===== config.mk =====
export PLATFORM = sky130hd
export DESIGN_NAME = sda_prep
export DESIGN_NICKNAME = d
export VERILOG_FILES = /design/src/hw/rtl/sda_pkg.sv /design/src/hw/rtl/sda_prep.sv
export SDC_FILE = /design/constraint.sdc
export NUM_CORES = 1
export LEC_CHECK = 0
export ABC_AREA = 1
export ABC_CLOCK_PERIOD_IN_PS = 3750
export BUFFER_PORTS_ARGS = -buffer_cell sky130_fd_sc_hd__buf_2
export CELL_PAD_IN_SITES_DETAIL_PLACEMENT = 0
export CELL_PAD_IN_SITES_GLOBAL_PLACEMENT = 1
export CORE_MARGIN = 1
export CORE_UTILIZATION = 32
export CTS_CLUSTER_SIZE = 16
export DETAILED_ROUTE_END_ITERATION = 6
export PLACE_DENSITY = 0.88
export SLEW_MARGIN = 25
export SYNTH_ARGS = -nofsm -noshare
export SYNTH_HDL_FRONTEND = slang
export SYNTH_SLANG_ARGS = --single-unit

===== constraint.sdc =====
create_clock -name clk -period 3.75 [get_ports clk]
set_input_delay 0.5625 -clock clk [delete_from_list [all_inputs] [get_ports clk]]
set_output_delay 0.5625 -clock clk [all_outputs]
set_load 0.02 [all_outputs]

===== src/hw/rtl/sda_pkg.sv =====
`default_nettype none

package sda_pkg;

  localparam int COORD_WIDTH  = 24;
  localparam int CORDIC_STEPS = 16;
  // Coordinates are moved up so that the top of a delta sits just below bit 59.
  localparam int PRESCALE     = 58 - COORD_WIDTH;
  localparam int XY_W         = 64;
  localparam int Z_W          = 32;
  localparam int DIR_W        = 16;
  localparam int STEP_IDX_W   = 5;

  localparam logic [Z_W-1:0]   Z_ZERO      = 32'h0000_0000;
  localparam logic [Z_W-1:0]   Z_HALF_TURN = 32'h8000_0000;
  localparam logic [Z_W-1:0]   Z_ROUND     = 32'h0000_8000;

  localparam logic [DIR_W-1:0] DIR_POS_X = 16'h0000;
  localparam logic [DIR_W-1:0] DIR_POS_Y = 16'h4000;
  localparam logic [DIR_W-1:0] DIR_NEG_X = 16'h8000;
  localparam logic [DIR_W-1:0] DIR_NEG_Y = 16'hC000;

  typedef struct packed {
    logic signed [XY_W-1:0] x;
    logic signed [XY_W-1:0] y;
    logic [Z_W-1:0]         z;
    logic                   special;
    logic [DIR_W-1:0]       dir;
  } sda_stage_t;

  // atan(2^-i) / (2*pi) in Q0.32 turns.
  function automatic logic [Z_W-1:0] step_angle(input logic [STEP_IDX_W-1:0] idx);
    logic [Z_W-1:0] a;
    case (idx)
      5'd0:    a = 32'h20000000;
      5'd1:    a = 32'h12E4051E;
      5'd2:    a = 32'h09FB385B;
      5'd3:    a = 32'h051111D4;
      5'd4:    a = 32'h028B0D43;
      5'd5:    a = 32'h0145D7E1;
      5'd6:    a = 32'h00A2F61E;
      5'd7:    a = 32'h00517C55;
      5'd8:    a = 32'h0028BE53;
      5'd9:    a = 32'h00145F2F;
      5'd10:   a = 32'h000A2F98;
      5'd11:   a = 32'h000517CC;
      5'd12:   a = 32'h00028BE6;
      5'd13:   a = 32'h000145F3;
      5'd14:   a = 32'h0000A2FA;
      5'd15:   a = 32'h0000517D;
      5'd16:   a = 32'h000028BE;
      5'd17:   a = 32'h0000145F;
      5'd18:   a = 32'h00000A30;
      5'd19:   a = 32'h00000518;
      5'd20:   a = 32'h0000028C;
      5'd21:   a = 32'h00000146;
      5'd22:   a = 32'h000000A3;
      5'd23:   a = 32'h00000051;
      5'd24:   a = 32'h00000029;
      5'd25:   a = 32'h00000014;
      5'd26:   a = 32'h0000000A;
      5'd27:   a = 32'h00000005;
      5'd28:   a = 32'h00000003;
      5'd29:   a = 32'h00000001;
      5'd30:   a = 32'h00000001;
      default: a = 32'h00000000;
    endcase
    return a;
  endfunction

endpackage

`default_nettype wire


===== src/hw/rtl/sda_prep.sv =====
`default_nettype none

module sda_prep (
  input  wire logic                                  clk,
  input  wire logic                                  rst_n,
  input  wire logic                                  in_valid,
  output logic                                       in_ready,
  input  wire logic signed [sda_pkg::COORD_WIDTH-1:0] in_a_x,
  input  wire logic signed [sda_pkg::COORD_WIDTH-1:0] in_a_y,
  input  wire logic signed [sda_pkg::COORD_WIDTH-1:0] in_b_x,
  input  wire logic signed [sda_pkg::COORD_WIDTH-1:0] in_b_y,
  input  wire logic [sda_pkg::DIR_W-1:0]             in_fallback_dir,
  output logic                                       out_valid,
  input  wire logic                                  out_ready,
  output sda_pkg::sda_stage_t                        out_data
);

  logic signed [sda_pkg::COORD_WIDTH:0] dx;
  logic signed [sda_pkg::COORD_WIDTH:0] dy;
  logic signed [sda_pkg::COORD_WIDTH:0] x_sel;
  logic signed [sda_pkg::COORD_WIDTH:0] y_sel;
  logic signed [sda_pkg::XY_W-1:0]      x_ext;
  logic signed [sda_pkg::XY_W-1:0]      y_ext;
  logic                                 dx_zero;
  logic                                 dy_zero;
  logic                                 flip;
  sda_pkg::sda_stage_t                  data_nxt;
  sda_pkg::sda_stage_t                  data_r;
  logic                                 valid_r;

  always_comb begin
    dx      = (sda_pkg::COORD_WIDTH + 1)'(in_a_x) - (sda_pkg::COORD_WIDTH + 1)'(in_b_x);
    dy      = (sda_pkg::COORD_WIDTH + 1)'(in_a_y) - (sda_pkg::COORD_WIDTH + 1)'(in_b_y);
    dx_zero = (dx == '0);
    dy_zero = (dy == '0);
    // The CORDIC works on (-dx, dy); a positive dx puts it in the left half-plane,
    // so the vector is turned by half a turn first.
    flip    = !dx[sda_pkg::COORD_WIDTH] && !dx_zero;
    x_sel   = flip ? dx : -dx;
    y_sel   = flip ? -dy : dy;
    x_ext   = sda_pkg::XY_W'(x_sel);
    y_ext   = sda_pkg::XY_W'(y_sel);

    data_nxt.x       = x_ext <<< sda_pkg::PRESCALE;
    data_nxt.y       = y_ext <<< sda_pkg::PRESCALE;
    data_nxt.z       = flip ? sda_pkg::Z_HALF_TURN : sda_pkg::Z_ZERO;
    data_nxt.special = dx_zero || dy_zero;
    if (dx_zero && dy_zero) begin
      data_nxt.dir = in_fallback_dir;
    end else if (dx_zero) begin
      data_nxt.dir = dy[sda_pkg::COORD_WIDTH] ? sda_pkg::DIR_NEG_Y : sda_pkg::DIR_POS_Y;
    end else begin
      data_nxt.dir = dx[sda_pkg::COORD_WIDTH] ? sda_pkg::DIR_POS_X : sda_pkg::DIR_NEG_X;
    end
  end

  assign in_ready  = rst_n && (!valid_r || out_ready);
  assign out_valid = valid_r;
  assign out_data  = data_r;

  always_ff @(posedge clk) begin
    if (!rst_n) begin
      valid_r <= 1'b0;
    end else if (in_ready) begin
      valid_r <= in_valid;
    end
  end

  always_ff @(posedge clk) begin
    if (in_ready && in_valid) begin
      data_r <= data_nxt;
    end
  end

  a_coincident_fallback : assert property (@(posedge clk) disable iff (!rst_n)
    in_valid && in_ready && (in_a_x == in_b_x) && (in_a_y == in_b_y)
    |=> valid_r && data_r.special && (data_r.dir == $past(in_fallback_dir)))
    else $error("coincident points did not select the fallback direction");

  a_vertical_up : assert property (@(posedge clk) disable iff (!rst_n)
    in_valid && in_ready && (in_a_x == in_b_x) && (in_a_y > in_b_y)
    |=> valid_r && data_r.special && (data_r.dir == sda_pkg::DIR_POS_Y))
    else $error("vertical transaction with positive dy not decoded as a quarter turn");

endmodule

`default_nettype wire


==> After elaboration in Yosys (flattened, before gate mapping) <==
Index checks and enable logic that the tools add are counted.
{ "classes": {"n_addsub": 4, "muxes": 7, "reduce_logical": 11} }
{ "op_table": {"columns": ["op", "count"], "rows": [
  ["$mux W16", 4],
  ["$logic_not A25 Y1", 2],
  ["$mux W25", 2],
  ["$neg A25 Y25", 2],
  ["$sub A24 B24 Y25", 2],
  ["$mux W32", 1],
  ["$logic_and A1 B1 Y1", 4],
  ["$logic_not A1 Y1", 3],
  ["$logic_or A1 B1 Y1", 2]
]} }
{ "word_totals": {"register_bits": 100, "elab_cells": 28} }

==> Depth between registers and ports, before layout <==
{ "logic_depth": {"depth_word": 5, "mapped_depth": 21, "depth_no_buf": 21} }

==> Worst setup path after synthesis <==
No wires, ideal clock.
{ "synth_timing": {"kind": "input -> register", "start": "input out_ready", "end": "register data_r (netlist bit out_data[0]), enable pin", "setup_ns": 0.495, "t_arrival_ns": 3.559, "required_time_ns": 3.255, "setup_slack_ns": -0.303, "path_stages": 4, "path_buffers": 0, "cell_sequence": "inv_1 > nand2_1 > nand2_1 > nor2_1"} }
{ "synth_between": {"elab_chain_len": 3} }
{ "synth_rtl": {"columns": ["item", "line_no", "text"], "rows": [
  ["start: declaration", "sda_prep.sv:14", "input wire logic out_ready,"],
  ["$logic_or A1 B1 Y1", "sda_prep.sv:57", "assign in_ready = rst_n && (!valid_r || out_ready);"],
  ["$logic_and A1 B1 Y1", "sda_prep.sv:57", null],
  ["$logic_and A1 B1 Y1", "sda_prep.sv:70", "if (in_ready && in_valid) begin"],
  ["end signal: assignment", "sda_prep.sv:71", "data_r <= data_nxt;"],
  ["end: declaration", "sda_prep.sv:28", "sda_pkg::sda_stage_t data_r;"]
]} }
No other way between the ends.
A chain may end at the register's enable or synchronous reset.

==> Final worst setup path <==
{ "layout_timing": {"start": "input in_a_y[0] (netlist name)", "end": "register data_r (netlist bit out_data[2]) (data pin)"} }
{ "layout_between": {"elab_chain_len": 4} }
{ "layout_rtl": {"columns": ["item", "line_no", "text"], "rows": [
  ["start: declaration", "sda_prep.sv:9", "input wire logic signed [sda_pkg::COORD_WIDTH-1:0] in_a_y,"],
  ["$sub A24 B24 Y25", "sda_prep.sv:33", "dy = (sda_pkg::COORD_WIDTH + 1)'(in_a_y) - (sda_pkg::COORD_WIDTH + 1)'(in_b_y);"],
  ["$logic_not A25 Y1", "sda_prep.sv:35", "dy_zero = (dy == '0);"],
  ["$logic_and A1 B1 Y1", "sda_prep.sv:48", "if (dx_zero && dy_zero) begin"],
  ["$mux W16", "sda_prep.sv:48", null]
]} }
No other way between the ends.

==> impl_summary.md <==
Run status
The flow ran to the end, and the final reports show no timing, DRC or antenna violations.

Placed design
After legalization and detailed placement, the total HPWL measured 20000 µm. At the end of routability-driven placement, the weighted congestion stood at 0.879. The post-placement worst setup slack is 0.151 ns. The count of port buffers added during placement is 195.

Drt
The routed layout has 8623 vias. The detailed-router iteration count before antenna repair is 5. For this run, design rule violations remaining after detail routing come to 0. The routed length per instance is 12.0 µm. After the first detailed-routing iteration, the DRC count stood at 522. For this block, the routed nets add up to 23600 µm of wire.

In the routed layout, each cell is associated on average with a via count of 4.40. Once detail routing completed, the nets flagged for antenna violations numbered 0.

Cells and area
The fill cell total of the finished layout is 3001. 0 antenna diodes ended up in the layout. The layout-stage area growth over the synthesis result is 14.1%. In the final design database the tool counted 1784 nets. In the layout the commonest cells are nand2_1 (500), inv_1 (276), buf_2 (195). Leaving out fill and tap cells, the most frequent cell in the layout is nand2_1. Of the cells placed in the final design, the portion with a size suffix greater than 1 is 16.6%.

Timing
Setup violations remaining at the end of the flow were counted as 0. The final setup skew is 0.00547 ns. Setup total negative slack on the finished layout was measured at 0 ns.

The setup slack after layout is 0.494 ns. Setup repair after global routing left no endpoint under its margin. Static timing analysis puts the maximum clock frequency at 307 MHz. At the pin with the least slew margin, the transition time is 0.929 ns. The worst hold-check slack is 0.487 ns. The hold violation total from the final report is 0. The final clock period utilization by the worst path is 86.8%.

The post-route minimum period is 3.26 ns. The max-slew violation total from the final report is 0. The worst pin sits at a relative slew slack of 38.0%.

Clock tree
Clock tree synthesis inserted a total of 9 buffers. The number of gates resized after cts is 0. The post-CTS setup-driven buffer insertion count is 0. The H-tree generated during clock tree synthesis spans 3 levels. Clock-pin slew was measured on the worst setup and hold paths at 0.05 ns. The maximum number of buffers from clock root to sink is 2. The later pin in the worst-skew pair is clocked with a latency of 0.34 ns. The cell sitting at the root of the clock tree is a clkbuf_16. TritonCTS built the clock tree. The number of clock sinks seen by CTS is 69. The number of hold buffers added after CTS was 0.

Die
The vertical die dimension is 167 µm. The initial core utilization is 32.6%. The floorplan die width is 167 µm. The die covers 28000 µm².

The count of pins on the block boundary is 295. In this run the core area contains 60 standard-cell rows. In this run the standard cell core region covers 26900 µm².

Global routing
The maximum number of pins on one net before global-route repair is 69. The met1 global-route usage is 24.7%. The number of global-route vias before repair came to 7571. The initial antenna violation count is 1. The met2 track utilization from global routing is 26.1%.

In this run the most used layer during global routing was met2. In the global route stage, met3 resource usage came out at 2.55%. The remaining global-route overflow is 0. The first global-routing pass estimated 38000 µm of wire. The overall fraction of global-route tracks in use is 17.0%.

Synthesis
The share of the Yosys chip area taken by registers is 23.5%. After synthesis, the netlist uses 37 different library cells. Among all flip-flop cells after synthesis, the most frequent one is edfxtp_1. In this run, synthesis inferred 68 flip-flops with an integrated enable.

The async set or reset register ratio after synthesis is 0%. By area the synthesized netlist is led by edfxtp_1 (23%), nand2_1 (21%), inv_1 (12%). The share of Yosys cell area claimed by the top area cell type is 23.3%. The synthesized flop and latch total is 69. During synthesis, Yosys emitted a total of 0 warnings. The average instance in the mapped netlist occupies 6.14 µm². Counting every instance in the synthesized netlist gives 1427. The largest total area in the synthesized netlist belongs to edfxtp_1. The area of the mapped netlist is 8760 µm².

Critical path
The buffers plus inverters on the worst setup path is 4. The critical path runs through a total of 17 cells. Of all nets on the critical path, the largest fanout is 14. In this design, the critical path's most frequently occurring cell is nor2_1. STA puts the critical path data arrival time at 3.44 ns.

The kind of critical path is in -> reg. The kind of launch point of the worst setup path is an input port. The delay of the slowest critical-path stage is 0.55 ns. Among cell families on the critical path, the largest total delay comes from simple AND/OR/NAND/NOR gates. The slowest cell on the critical path is fa_1.

The path depth of the worst reg2reg path is 4. The signal on the critical path passes through buf_2, inv_1, ha_1, fa_1, ha_1, inv_1, nor2_1, nand3_1, nor2_1, nand3_1, nor2_2, nand3b_1, nor2_2, nand4_1, inv_2, nand2_2, nor2_1. The kind of end point of the critical path is a register. Data on the critical path is required at its endpoint by 3.94 ns.

Power and ir drop
Summed over all cells, the static leakage comes to 5.72 nW. The power per cell area is 329 nW/µm². IR analysis of the VDD net gives a maximum drop of 0.202 mV.

Min path
The class of the most critical hold timing path is in -> reg. The instance count along the most critical hold path is 2.

Job
The tool flagged a number of max-cap violations equal to 0.
==> cell type report <==
class	count	area, µm²	area share, %
Multi-Input combinational cell	1052	5100	51.1
Inverter	283	1060	10.6
Tap cell	341	427	4.27
Sequential cell	69	2060	20.6
Clock buffer	15	278	2.78
Clock inverter	1	30.0	0.300
Timing Repair Buffer	201	1030	10.3
==> worst paths after layout <==
check | start | to | slack (ns)
hold reg to reg | out_valid | out_valid | 0.50
setup / recovery | in_a_y[0] | out_data[2] | 0.49
hold / removal | rst_n | out_valid | 0.49
setup reg to reg | out_valid | out_data[88] | 2.05
==> power breakdown <==
part	internal (mW)	leakage [nW]	switching (mW)	total [mW]
Clock	0.570	0.150	0.313	0.883
Combinational	0.443	4.94	0.991	1.43
Sequential	0.949	0.635	0.0217	0.971
==> routing by layer <==
metal | wire, µm | vias up
li1 | - | 4563
met1 | 11900 | 3747
met2 | 9990 | 297
met3 | 1480 | 14
met4 | 219 | 2
met5 | 10 | -
==> synth_stat cells (10+ instances only) <==
cell and instances:
inv_1 276, edfxtp_1 68, nand3_1 115, ha_1 50
buf_4 115, nor2_2 20, a21oi_1 26, xor2_1 21
nand2_1 500, nand2_2 13, nand3b_1 11, nor2_1 111
nor3_1 10, nand4_1 30
==> flip-flops by register name, indices dropped and copies added (netlist names) <==
name	cells
out_data	68
out_valid	1
==> metrics by stage <==
| stage | instances | area (µm²) | util [%] | power [mW] |
|---|---|---|---|---|
| after floorplan | 1525 | 9130 | - | 2.13 |
| after global placement | 1946 | 9690 | 36.0 | 2.40 |
| after detailed placement | 1946 | 9690 | 36.0 | 2.42 |
| after CTS | 1962 | 9990 | 37.2 | 3.32 |
| after global routing | 1962 | 9990 | 37.2 | 3.55 |
| final | 1962 | 9990 | 37.2 | 3.29 |
==> cell families after synthesis <==
group	synth area share [%]
other cells	0.0428
xor+xnor	2.80
fa+ha+maj	7.60
simple gates	40.6
buf+inv	22.5
flops	23.5
compound gates	2.93
Power figures use the tool's default switching activity.
