File: src/hw/rtl/sda_pkg.sv
`default_nettype none

package sda_pkg;

  localparam int COORD_WIDTH  = 24;
  localparam int CORDIC_STEPS = 16;
  // Coordinates are moved up so that the top of a delta sits just below bit 59.
  localparam int PRESCALE     = 58 - COORD_WIDTH;
  localparam int XY_W         = 64;
  localparam int Z_W          = 32;
  localparam int DIR_W        = 16;
  localparam int STEP_IDX_W   = 5;

  localparam logic [Z_W-1:0]   Z_ZERO      = 32'h0000_0000;
  localparam logic [Z_W-1:0]   Z_HALF_TURN = 32'h8000_0000;
  localparam logic [Z_W-1:0]   Z_ROUND     = 32'h0000_8000;

  localparam logic [DIR_W-1:0] DIR_POS_X = 16'h0000;
  localparam logic [DIR_W-1:0] DIR_POS_Y = 16'h4000;
  localparam logic [DIR_W-1:0] DIR_NEG_X = 16'h8000;
  localparam logic [DIR_W-1:0] DIR_NEG_Y = 16'hC000;

  typedef struct packed {
    logic signed [XY_W-1:0] x;
    logic signed [XY_W-1:0] y;
    logic [Z_W-1:0]         z;
    logic                   special;
    logic [DIR_W-1:0]       dir;
  } sda_stage_t;

  // atan(2^-i) / (2*pi) in Q0.32 turns.
  function automatic logic [Z_W-1:0] step_angle(input logic [STEP_IDX_W-1:0] idx);
    logic [Z_W-1:0] a;
    case (idx)
      5'd0:    a = 32'h20000000;
      5'd1:    a = 32'h12E4051E;
      5'd2:    a = 32'h09FB385B;
      5'd3:    a = 32'h051111D4;
      5'd4:    a = 32'h028B0D43;
      5'd5:    a = 32'h0145D7E1;
      5'd6:    a = 32'h00A2F61E;
      5'd7:    a = 32'h00517C55;
      5'd8:    a = 32'h0028BE53;
      5'd9:    a = 32'h00145F2F;
      5'd10:   a = 32'h000A2F98;
      5'd11:   a = 32'h000517CC;
      5'd12:   a = 32'h00028BE6;
      5'd13:   a = 32'h000145F3;
      5'd14:   a = 32'h0000A2FA;
      5'd15:   a = 32'h0000517D;
      5'd16:   a = 32'h000028BE;
      5'd17:   a = 32'h0000145F;
      5'd18:   a = 32'h00000A30;
      5'd19:   a = 32'h00000518;
      5'd20:   a = 32'h0000028C;
      5'd21:   a = 32'h00000146;
      5'd22:   a = 32'h000000A3;
      5'd23:   a = 32'h00000051;
      5'd24:   a = 32'h00000029;
      5'd25:   a = 32'h00000014;
      5'd26:   a = 32'h0000000A;
      5'd27:   a = 32'h00000005;
      5'd28:   a = 32'h00000003;
      5'd29:   a = 32'h00000001;
      5'd30:   a = 32'h00000001;
      default: a = 32'h00000000;
    endcase
    return a;
  endfunction

endpackage

`default_nettype wire

File: src/hw/rtl/sda_out.sv
`default_nettype none

module sda_out (
  input  wire logic                       clk,
  input  wire logic                       rst_n,
  input  wire logic                       in_valid,
  output logic                            in_ready,
  input  wire sda_pkg::sda_stage_t        in_data,
  output logic                            out_valid,
  input  wire logic                       out_ready,
  output logic [sda_pkg::DIR_W-1:0]       out_dir_turns
);

  logic [sda_pkg::Z_W-1:0]   z_round;
  logic [sda_pkg::DIR_W-1:0] dir_nxt;
  logic [sda_pkg::DIR_W-1:0] dir_r;
  logic                      valid_r;

  // Round to nearest on bit 15; a value that rounds to one turn wraps to zero.
  always_comb begin
    z_round = in_data.z + sda_pkg::Z_ROUND;
    dir_nxt = in_data.special ? in_data.dir : z_round[sda_pkg::Z_W-1 -: sda_pkg::DIR_W];
  end

  assign in_ready      = !valid_r || out_ready;
  assign out_valid     = valid_r;
  assign out_dir_turns = dir_r;

  always_ff @(posedge clk) begin
    if (!rst_n) begin
      valid_r <= 1'b0;
    end else if (in_ready) begin
      valid_r <= in_valid;
    end
  end

  always_ff @(posedge clk) begin
    if (in_ready && in_valid) begin
      dir_r <= dir_nxt;
    end
  end

endmodule

`default_nettype wire

File: config.mk
export PLATFORM = sky130hd
export DESIGN_NAME = sda_out
export DESIGN_NICKNAME = d
export VERILOG_FILES = /design/src/hw/rtl/sda_pkg.sv /design/src/hw/rtl/sda_out.sv
export SDC_FILE = /design/constraint.sdc
export NUM_CORES = 1
export LEC_CHECK = 0
export BUFFER_PORTS_ARGS = -buffer_cell sky130_fd_sc_hd__buf_2
export CORE_AREA = 2 2 78 80
export DETAILED_ROUTE_END_ITERATION = 7
export DIE_AREA = 0 0 80 82
export MAX_ROUTING_LAYER = met4
export SLEW_MARGIN = 20
export SYNTH_ARGS = -nofsm -noshare
export SYNTH_HDL_FRONTEND = slang
export SYNTH_SLANG_ARGS = --single-unit
File: constraint.sdc
create_clock -name clk -period 1.51 [get_ports clk]
set_input_delay 0.0755 -clock clk [delete_from_list [all_inputs] [get_ports clk]]
set_output_delay 0.0755 -clock clk [all_outputs]
set_load 0.005 [all_outputs]
Yosys cells after proc, flatten, opt, wreduce, memory -nomap -nowiden
Cells that the tools add are included.

Output and inout port bits: 18. Input port bits: 181. Register bits: 17.

Mux-type cells: 1. Reductions and logical operators: 3. $add $sub $neg: 1.

Operators by type and width (number): adder 32 x 16 -> 32 bit, second input constant (1); two-way mux 16 bit (1); logical AND 1 bit (1); zero test 1 bit (1); logical OR 1 bit (1).

Depth between registers and ports, before layout
Gate-level depths: netlist of the first run.

Depth in word-level cells: 3. Mapped depth: 5. Mapped depth without buffers: 5.

Worst setup path before layout of the first run
OpenSTA, ideal clock, no wires.

Path type: reg-to-reg. Start point: register valid_r (netlist: out_valid). End point: register dir_r, in the netlist out_dir_turns[0] (enable). Period minus slack after synthesis: 1243 ps. Required time: 1136 ps. Cell stages (with the launch flop): 3. Data arrival time: 869 ps. Library setup time: 374 ps. Path slack: 267 ps. Path buffers: 0. Cells stage by stage: dfxtp_1 nand2b_1 and2_1.

Word-level cells in the longest chain between the ends: 3.

Ends and longest elaborated chain: start: declaration (RTL line sda_out.sv:17) `logic valid_r;`; start signal: assignment (RTL line sda_out.sv:33) `valid_r <= in_valid;`; zero test 1 bit (RTL line sda_out.sv:25) `assign in_ready = !valid_r || out_ready;`; logical OR 1 bit (RTL line sda_out.sv:25); named net in_ready (RTL line sda_out.sv:7) `output logic in_ready,`; logical AND 1 bit (RTL line sda_out.sv:38) `if (in_ready && in_valid) begin`; end signal: assignment (RTL line sda_out.sv:39) `dir_r <= dir_nxt;`; end: declaration (RTL line sda_out.sv:16) `logic [sda_pkg::DIR_W-1:0] dir_r;`.

The timed path passes the listed nets, and every way through them passes these cells. A chain may end at the register's enable or synchronous reset.

Worst setup path after layout of the first run
Start point: input port in_data[32] in the netlist's numbering. End point: register dir_r, in the netlist out_dir_turns[13] (data pin).

Word-level cells in the longest chain between the ends: 2.

Ends and longest elaborated chain: start: declaration (RTL line sda_out.sv:8) `input wire sda_pkg::sda_stage_t in_data,`; adder 32 x 16 -> 32 bit (RTL line sda_out.sv:21) `z_round = in_data.z + sda_pkg::Z_ROUND;`; two-way mux 16 bit (RTL line sda_out.sv:22) `dir_nxt = in_data.special ? in_data.dir : z_round[sda_pkg::Z_W-1 -: sda_pkg::DIR_W];`; named net dir_nxt, one bit (RTL line sda_out.sv:15) `logic [sda_pkg::DIR_W-1:0] dir_nxt;`.

The timed path passes the listed nets, and every way through them passes these cells.

==> results of run 1 <==
cells in the mapped netlist, types with 2 or more instances:
cell type	instances	share of area [%]
nand4_4	2	4.1
nor4_2	3	3.7
nor2_1	5	1.8
o21ai_0	11	5.4
nor3_1	4	2.0
mux2_2	3	3.3
clkbuf_1	3	1.1
xor2_1	5	4.3
nand2_1	16	5.9
edfxtp_1	16	47
xnor2_1	9	7.7
inv_1	4	1.5
nand3_1	7	3.4
power groups by stage:
stage | sequential [mW] | clock [mW] | combinational, mW
2_1_floorplan | 0.582 | 0 | 0.0808
3_3_place_gp | 0.580 | 0 | 0.214
3_5_place_dp | 0.577 | 0 | 0.218
4_1_cts | 0.570 | 0.347 | 0.217
5_1_grt | 0.574 | 0.366 | 0.238
6_report | 0.570 | 0.335 | 0.214
state kept, by name (all words and copies together) (netlist names):
name and flops:
out_dir_turns 16, out_valid 1
cells by family after synthesis:
| kind of cell | synth area share [%] |
|---|---|
| buffers and inverters | 2.56 |
| and+or+nand+nor | 24.6 |
| xor gates and xnor gates | 12.0 |
| AOI/OAI and AO/OA | 7.56 |
| adders and majority gates | 1.22 |
| muxes | 3.29 |
| DFF | 48.8 |
path summary, 6_finish.rpt:
path | slack, ps | from | depth (start not counted) | end
hold / removal | 70 | rst_n | 2 | out_valid$_SDFFE_PN0N_
setup / recovery | 420 | in_data[32] | 6 | out_dir_turns[13]$_DFFE_PP_
hold reg to reg | 520 | out_valid$_SDFFE_PN0N_ | 2 | out_valid$_SDFFE_PN0N_
setup reg to reg | 420 | out_valid$_SDFFE_PN0N_ | 3 | out_dir_turns[3]$_DFFE_PP_
routing by layer:
metal / global-route usage, % / wire (um) / vias to the layer above
met2: 11.9 / 1160 / 46
met1: 14.5 / 1580 / 395
li1: - / - / 472
met3: 0.659 / 148 / 2
met4: 4.58 / 40 / 0
met5: - / 0 / -
per-stage QoR:
step | utilization (%) | hold slack, ps | cell area, um2
5_1_grt | 25.5 | 79.4 | 1470
3_5_place_dp | 24.7 | 335 | 1420
4_1_cts | 25.5 | 72.0 | 1470
3_3_place_gp | 24.7 | 329 | 1420
6_report | 25.5 | 74.4 | 1470
2_1_floorplan | - | 214 | 1030
final cells by class:
type	count	area share, %
multi-input combinational	74	34.0
timing repair buffer	60	21.3
inverter	4	1.02
tap	75	6.40
clock buffer	4	3.07
sequential	17	34.1
worst reg2reg max path, cell delays in order (launching register included):
cell	delay [ps]
dfxtp_1	310
nand2b_1	90
and2_1	130
buf_4	250
==> impl_metrics.env, run 1 <==
export IMPL_maxCapViolations=0
export IMPL_drtIter0Drc=39
export IMPL_period_share_pct=72.3
export IMPL_die_w_um=80
export IMPL_path_delay_family="simple AND/OR/NAND/NOR gates"
export IMPL_path_buf_inv=1
export IMPL_final_nets=342
export IMPL_place_congestion=0.750
export IMPL_ctsHoldBuffers=0
export IMPL_post_cts_buffers=0
export IMPL_core_um2=5750
export IMPL_netlist_instances=98
export IMPL_clkTransAtPathRegs_ps=60
export IMPL_p_sw_uw=270
export IMPL_stdcell_count=234
export IMPL_yosysWarnings=0
export IMPL_cts_tree="yes"
export IMPL_final_seq_area_um2=500
export IMPL_place_ws_ps=120
export IMPL_synth_cell_types=23
export IMPL_synth_edf_count=16
export IMPL_clockPowerShare_pct=30.0
export IMPL_initial_core_util_pct=17.9
export IMPL_ant_nets=0
export IMPL_p_int_uw=848
export IMPL_insertedDiodeCount=0
export IMPL_hold_viol=0
export IMPL_max_stage_delay_ps=260
export IMPL_synthArstFlopShare_pct=0
export IMPL_numCtsBuffers=3
export IMPL_pwr_share_comb_pct=19.1
export IMPL_p_seq_share_pct=50.9
export IMPL_cts_root_buf="clkbuf_8"
export IMPL_dp_hpwl_mm=2.43
export IMPL_place_inst=230
export IMPL_layout_drive_gt1_share_pct=45.9
export IMPL_insertion_delay_ps=250
export IMPL_num_vias=915
export IMPL_worstPathRequired_ps=1510
export IMPL_maxSlewViolCount=0
export IMPL_grt_max_degree=17
export IMPL_fin_crit_ps=1090
export IMPL_antenna_found_initial=0
export IMPL_worstPathArrival_ps=1090
export IMPL_clock_skew_final_ps=1.19
export IMPL_die_h_um=82
export IMPL_clockBufferDepth=2
export IMPL_h_tree_depth=1
export IMPL_cp_start_kind="input pin"
export IMPL_ios=199
export IMPL_route_detailed_drc=0
export IMPL_finalPower_mw=1.12
export IMPL_syn_area_um2=1030
export IMPL_worst_pin_slew_ps=261
export IMPL_syn_to_final_growth_pct=42.9
export IMPL_synth_seq_area_share_pct=48.8
export IMPL_syn_area_per_cell_um2=10.5
export IMPL_num_rows=28
export IMPL_fmax_mhz=916
export IMPL_num_fill_cells=657
export IMPL_post_cts_resized=0
export IMPL_fin_tns_setup_ps=0
export IMPL_ys_seq_elements=17
export IMPL_power_density_nw_per_um2=763
export IMPL_drt_wirelength_per_cell_um=12.5
export IMPL_grt_first_pass_wirelength_mm=4.36
export IMPL_multi_input_area_um2=499
export IMPL_outcome="finished clean"
export IMPL_totalWireLength_mm=2.93
export IMPL_power_switching_share_pct=24.1
export IMPL_cts_sinks=17
export IMPL_rsz0062_at_grt="false"
export IMPL_layout_common_cells="buf_2, nand2_1, edfxtp_1"
export IMPL_path_cells="buf_2, ha_1, nand3_1, nor4_2, xor2_1, mux2_2"
export IMPL_worstSetupPathType="in2reg"
export IMPL_setup_viol=0
export IMPL_synth_nets=280
export IMPL_min_path_type="in2reg"
export IMPL_ys_flop_type="edfxtp_1"
export IMPL_setup_slack_ps=418
export IMPL_leakage_nw=0.593
export IMPL_cp_max_fo=4
export IMPL_maxSlewHeadroom_pct=82.6
export IMPL_track_usage_pct=9.36
export IMPL_ir_drop_mv=0.258
export IMPL_dr_pass1_iters=4
export IMPL_final_common_cell="buf_2"
export IMPL_critical_path_slowest_cell="mux2_2"
export IMPL_port_buffers=55
export IMPL_grt_ovfl_total=0
export IMPL_die_area_um2=6560
export IMPL_viasPerCell=3.91
export IMPL_first_global_vias=828
export IMPL_end_kind="flop"
(Power assumes the default switching activity.)
==> run 2: changes to the inputs <==
- ABC_AREA: not set -> 1
- CORE_AREA: 2 2 78 80 -> 2 2 77 79
- DIE_AREA: 0 0 80 82 -> 0 0 79 81
- PLACE_DENSITY: not set -> 0.67
- clock period: 1.51 -> 1 ns (I/O delays scaled with it)
==> run 2 against run 1 <==
  * First-iteration DRC count increased by 7.7%
  * Count of clock-buffer cells in the layout down 1
  * Largest power group unchanged
  * Non-clock buffer count increased by 11
  * Utilization up 4.3 points
  * Synthesized cell count rose by 60%
  * Clock skew increased by 2.3 ps
  * Sequential power increased by 51%
  * Final cell count is 30% higher
  * Critical path type is now reg2reg
  * Clock power is 57% higher
==> impl_metrics.env, run 2 <==
export IMPL_outcome="finished clean"
export IMPL_num_fill_cells=639
export IMPL_synth_top_area_share_pct=42.0
export IMPL_port_buffers=55
export IMPL_rsz0062_at_grt="false"
export IMPL_die_w_um=79
export IMPL_cts_root_buf="clkbuf_8"
export IMPL_min_path_type="in2reg"
export IMPL_setup_slack_ps=56.1
export IMPL_worst_pin_slew_ps=464
export IMPL_syn_area_um2=1140
export IMPL_synth_commonest_cells="nand2_1, inv_1, edfxtp_1, nand3_1, nor2_1"
export IMPL_fin_util_pct=29.8
export IMPL_final_common_cell="nand2_1"
export IMPL_setup_viol=0
export IMPL_clockBufferDepth=2
export IMPL_clkTransAtPathRegs_ps=70
export IMPL_synth_cell_types=18
export IMPL_grt_max_degree=20
export IMPL_syn_to_final_growth_pct=47.7
export IMPL_synth_edf_count=16
export IMPL_viasPerCell=4.16
export IMPL_ant_nets=0
export IMPL_leakage_nw=0.835
export IMPL_hp_start="rst_n"
export IMPL_maxSlewViolCount=0
export IMPL_fin_tns_setup_ps=0
export IMPL_die_h_um=81
export IMPL_dp_hpwl_mm=2.98
export IMPL_reg2reg_slack_ps=60
export IMPL_netlist_instances=157
export IMPL_cts_sinks=17
export IMPL_ios=199
export IMPL_drt_wirelength_per_cell_um=12.1
export IMPL_ir_drop_mv=0.537
export IMPL_cp_max_fo=16
export IMPL_grt_first_pass_wirelength_mm=5.85
export IMPL_place_congestion=0.847
export IMPL_totalWireLength_mm=3.67
export IMPL_r2r_cells=2
export IMPL_yosysWarnings=0
export IMPL_synth_seq_area_share_pct=43.7
export IMPL_insertedDiodeCount=0
export IMPL_yosysTopAreaCell="edfxtp_1"
export IMPL_worstSetupPathType="reg2reg"
export IMPL_fmax_mhz=1060
export IMPL_num_rows=28
export IMPL_multi_input_area_um2=569
export IMPL_cp_start_kind="flop"
export IMPL_ys_flop_type="edfxtp_1"
export IMPL_ys_seq_elements=17
export IMPL_r2r_start="out_valid$_SDFFE_PN0N_"
export IMPL_antenna_found_initial=0
export IMPL_layout_common_cells="nand2_1, buf_2, inv_1"
export IMPL_post_cts_buffers=0
export IMPL_worstPathArrival_ps=910
export IMPL_design_area_um2=1690
export IMPL_final_nets=412
export IMPL_period_share_pct=94.4
export IMPL_end_kind="flop"
export IMPL_initial_core_util_pct=20.2
export IMPL_r2r_end="out_dir_turns[12]$_DFFE_PP_"
export IMPL_grt_ovfl_total=0
export IMPL_num_vias=1264
export IMPL_synthArstFlopShare_pct=0
export IMPL_placed_area_um2=1640
export IMPL_min_delay_worst_endpoint="out_valid$_SDFFE_PN0N_"
export IMPL_numCtsBuffers=3
export IMPL_drtIter0Drc=42
export IMPL_synth_nets=339
export IMPL_fin_crit_ps=944
export IMPL_power_density_nw_per_um2=1060
export IMPL_synth_area_leaders="edfxtp_1, nand2_1, nand3_1, inv_1, nor2_1"
export IMPL_maxSlewHeadroom_pct=69.0
export IMPL_worstPathRequired_ps=970
export IMPL_hold_depth=2
export IMPL_route_detailed_drc=0
export IMPL_dr_pass1_iters=4
export IMPL_worstSetupStartpoint="out_valid$_SDFFE_PN0N_"
export IMPL_place_ws_ps=-214
export IMPL_die_area_um2=6400
export IMPL_yosysMostFrequentCell="nand2_1"
export IMPL_first_global_vias=1168
export IMPL_hold_viol=0
export IMPL_track_usage_pct=12.4
export IMPL_h_tree_depth=1
export IMPL_final_seq_area_um2=502
export IMPL_insertion_delay_ps=250
export IMPL_largest_reg_flops=16
export IMPL_clock_skew_final_ps=3.48
export IMPL_syn_area_per_cell_um2=7.29
export IMPL_maxCapViolations=0
export IMPL_layout_drive_gt1_share_pct=38.0
export IMPL_core_um2=5680
export IMPL_cts_tree="yes"
-- run 2: cell count changes in the layout (fill, tap and decap cells not counted), moves of 5 or more --
cell      delta
nor2_1       +7
a21oi_1      +7
xor2_1       -5
inv_1       +15
buf_4       +10
o21bai_1     +5
nand3_1      +9
xnor2_1      -9
nand2_1     +40
o21ai_0      -8
-- run 2: logic make-up after synthesis --
group                    synth area share (%)
AND/OR/NAND/NOR                          36.9
buffers and inverters                    7.76
AO/OA/AOI/OAI                            10.5
flip-flops                               43.7
adder cells (fa/ha/maj)                  1.09
-- run 2: final cells by class --
class,count,share of cell area (%)
Inverter,19,4.22
Clock inverter,1,0.296
Clock buffer,3,2.44
Multi-Input combinational cell,118,33.7
Tap cell,75,5.55
Timing Repair Buffer,71,24.1
Sequential cell,17,29.7
-- run 2: how the worst max path moves through the flow --
stage | end
final | out_dir_turns[12]$_DFFE_PP_
after global routing | out_dir_turns[13]$_DFFE_PP_
after CTS | out_dir_turns[0]$_DFFE_PP_
after detailed placement | out_dir_turns[11]$_DFFE_PP_
after global placement | out_dir_turns[11]$_DFFE_PP_
after floorplan | out_dir_turns[0]$_DFFE_PP_
-- run 2: per-layer routing --
layer / vias to the layer above / GRT usage (%) / share of wire [%]
li1: 652 / - / -
met1: 559 / 18.7 / 52
met2: 49 / 16.7 / 41
met3: 4 / 2.22 / 6.1
met4: 0 / 3.45 / 1.1
met5: - / - / 0
-- run 2: critical path: stages, from the launching register on --
cell and delay (ps):
dfxtp_2 340, a21oi_4 140, buf_12 170
-- run 2: through the flow --
step / hold WS (ps) / cells / power, mW
6_report: 34.0 / 304 / 1.79
2_1_floorplan: 196 / 157 / 1.04
4_1_cts: 32.6 / 304 / 1.81
5_1_grt: 28.5 / 304 / 1.89
3_5_place_dp: 307 / 300 / 1.28
3_3_place_gp: 301 / 300 / 1.28
-- run 2: timing repair --
| action | 4_1_cts | 5_1_grt |
|---|---|---|
| hold endpoints to repair | 0 | 0 |
| hold buffers | 0 | 0 |
| resized for setup | 0 | 1 |
| setup endpoints to repair | 0 | 3 |
-- run 2: where the power goes --
group	internal (mW)	switching [mW]
logic	0.187	0.216
registers	0.844	0.0195
clock network	0.277	0.250
total	1.31	0.486
==> run 3: changes to the inputs <==
- PLACE_DENSITY: 0.67 -> 0.75
==> run 3 against run 2 <==
  * Critical path depth unchanged
  * Worst hold slack better by 12 ps
  * Via count increased by 3.3%
  * Utilization shrank 0.20 points
  * Die area unchanged
  * Non-clock buffer count down 3
  * Sequential cell count unchanged
  * Clock power about the same
  * Design area decreased by 0.67%
==> impl_metrics.env, run 3 (same netlist as run 2, synthesis figures left out) <==
export IMPL_power_density_nw_per_um2=1070
export IMPL_maxSlewHeadroom_pct=88.0
export IMPL_ir_drop_mv=0.446
export IMPL_largest_reg_flops=16
export IMPL_insertedDiodeCount=0
export IMPL_worstSetupPathType="reg2reg"
export IMPL_r2r_cells=2
export IMPL_place_congestion=0.866
export IMPL_period_share_pct=93.6
export IMPL_die_area_um2=6400
export IMPL_clockBufferDepth=2
export IMPL_fin_crit_ps=936
export IMPL_end_kind="flop"
export IMPL_grt_ovfl_total=0
export IMPL_post_cts_buffers=0
export IMPL_fin_util_pct=29.6
export IMPL_rsz0062_at_grt="false"
export IMPL_clkTransAtPathRegs_ps=70
export IMPL_syn_to_final_growth_pct=46.7
export IMPL_post_cts_resized=0
export IMPL_fmax_mhz=1070
export IMPL_h_tree_depth=1
export IMPL_num_rows=28
export IMPL_drt_wirelength_per_cell_um=12.6
export IMPL_ant_nets=0
export IMPL_clock_skew_final_ps=3.26
export IMPL_route_detailed_drc=0
export IMPL_cp_max_fo=16
export IMPL_outcome="finished clean"
export IMPL_initial_core_util_pct=20.2
export IMPL_final_nets=409
export IMPL_viasPerCell=4.34
export IMPL_port_buffers=55
export IMPL_r2r_end="out_dir_turns[13]$_DFFE_PP_"
export IMPL_critPathCapture="out_dir_turns[13]$_DFFE_PP_"
export IMPL_numCtsBuffers=3
export IMPL_die_w_um=79
export IMPL_totalWireLength_mm=3.79
export IMPL_worst_pin_slew_ps=180
export IMPL_die_h_um=81
export IMPL_p_int_mw=1.31
export IMPL_place_ws_ps=-230
export IMPL_core_um2=5680
export IMPL_layout_drive_gt1_share_pct=36.7
export IMPL_grt_first_pass_wirelength_mm=6.09
export IMPL_antenna_found_initial=0
export IMPL_setup_viol=0
export IMPL_pwr_share_comb_pct=22.5
export IMPL_dr_pass1_iters=4
export IMPL_num_vias=1306
export IMPL_setup_slack_ps=63.6
export IMPL_first_global_vias=1237
export IMPL_maxCapViolations=0
export IMPL_worstPathRequired_ps=970
export IMPL_drtIter0Drc=68
export IMPL_final_common_cell="nand2_1"
export IMPL_p_seq_share_pct=48.1
export IMPL_hold_viol=0
export IMPL_cts_sinks=17
export IMPL_layout_common_cells="nand2_1, buf_2, inv_1"
export IMPL_r2r_start="out_valid$_SDFFE_PN0N_"
export IMPL_power_switching_share_pct=26.9
export IMPL_reg2reg_slack_ps=60
export IMPL_worstPathArrival_ps=900
export IMPL_worstSetupStartpoint="out_valid$_SDFFE_PN0N_"
export IMPL_insertion_delay_ps=250
export IMPL_min_path_type="in2reg"
export IMPL_maxSlewViolCount=0
export IMPL_p_sw_uw=483
export IMPL_cts_tree="yes"
export IMPL_grt_max_degree=17
export IMPL_cts_root_buf="clkbuf_8"
export IMPL_ios=199
export IMPL_leakage_nw=0.822
export IMPL_clockPowerShare_pct=29.5
export IMPL_ctsHoldBuffers=0
export IMPL_dp_hpwl_mm=3.09
export IMPL_cp_start_kind="flop"
export IMPL_track_usage_pct=12.6
## run 3: cell types whose count changed in the layout (fill, tap and decap cells not counted)
cell / delta
clkbuf_1: +1
clkinv_2: -1
buf_12: +1
buf_4: -4
## run 3: how the worst min path moves through the flow
stage | startpoint | to | cells past startpoint
2_1_floorplan | rst_n | out_valid$_SDFFE_PN0N_ | 1
3_3_place_gp | rst_n | out_valid$_SDFFE_PN0N_ | 2
3_5_place_dp | rst_n | out_valid$_SDFFE_PN0N_ | 2
4_1_cts | rst_n | out_valid$_SDFFE_PN0N_ | 2
5_1_grt | rst_n | out_valid$_SDFFE_PN0N_ | 2
6_report | rst_n | out_valid$_SDFFE_PN0N_ | 2
## run 3: through the flow
stage | instances | hold slack (ps) | setup TNS (ps) | instance area, um2 | total power [mW]
CTS | 301 | 46.8 | 0 | 1680 | 1.80
global placement | 297 | 299 | -1060 | 1630 | 1.27
global route | 301 | 53.6 | 0 | 1680 | 1.88
detailed placement | 297 | 313 | -1430 | 1630 | 1.28
finish | 301 | 45.9 | 0 | 1680 | 1.80
floorplan | 157 | 196 | -402 | 1160 | 1.04
## run 3: cell type report
class                           instances  area, um2
Clock buffer                            4       45.0
Fill cell                             633       4000
Inverter                               19       71.3
Multi-Input combinational cell        118        569
Sequential cell                        17        502
Tap cell                               75       93.8
Timing Repair Buffer                   68        398
## run 3: power groups by stage
| stage | registers (mW) | logic (mW) | clock network [mW] |
|---|---|---|---|
| after floorplan | 0.881 | 0.161 | 0 |
| after global placement | 0.879 | 0.395 | 0 |
| after detailed placement | 0.876 | 0.404 | 0 |
| after CTS | 0.864 | 0.406 | 0.534 |
| after global routing | 0.869 | 0.450 | 0.559 |
| final | 0.864 | 0.404 | 0.529 |
## run 3: worst max-delay path, cell delays in order (launching register included)
cell and delay (ps):
dfxtp_2 340, a21oi_4 140, buf_12 170
## run 3: routing by layer
layer	up-vias	GRT usage, %	wire, um
li1	647	-	-
met1	598	18.8	1930
met2	57	18.3	1610
met3	4	1.00	203
met4	0	3.10	41
met5	-	-	0
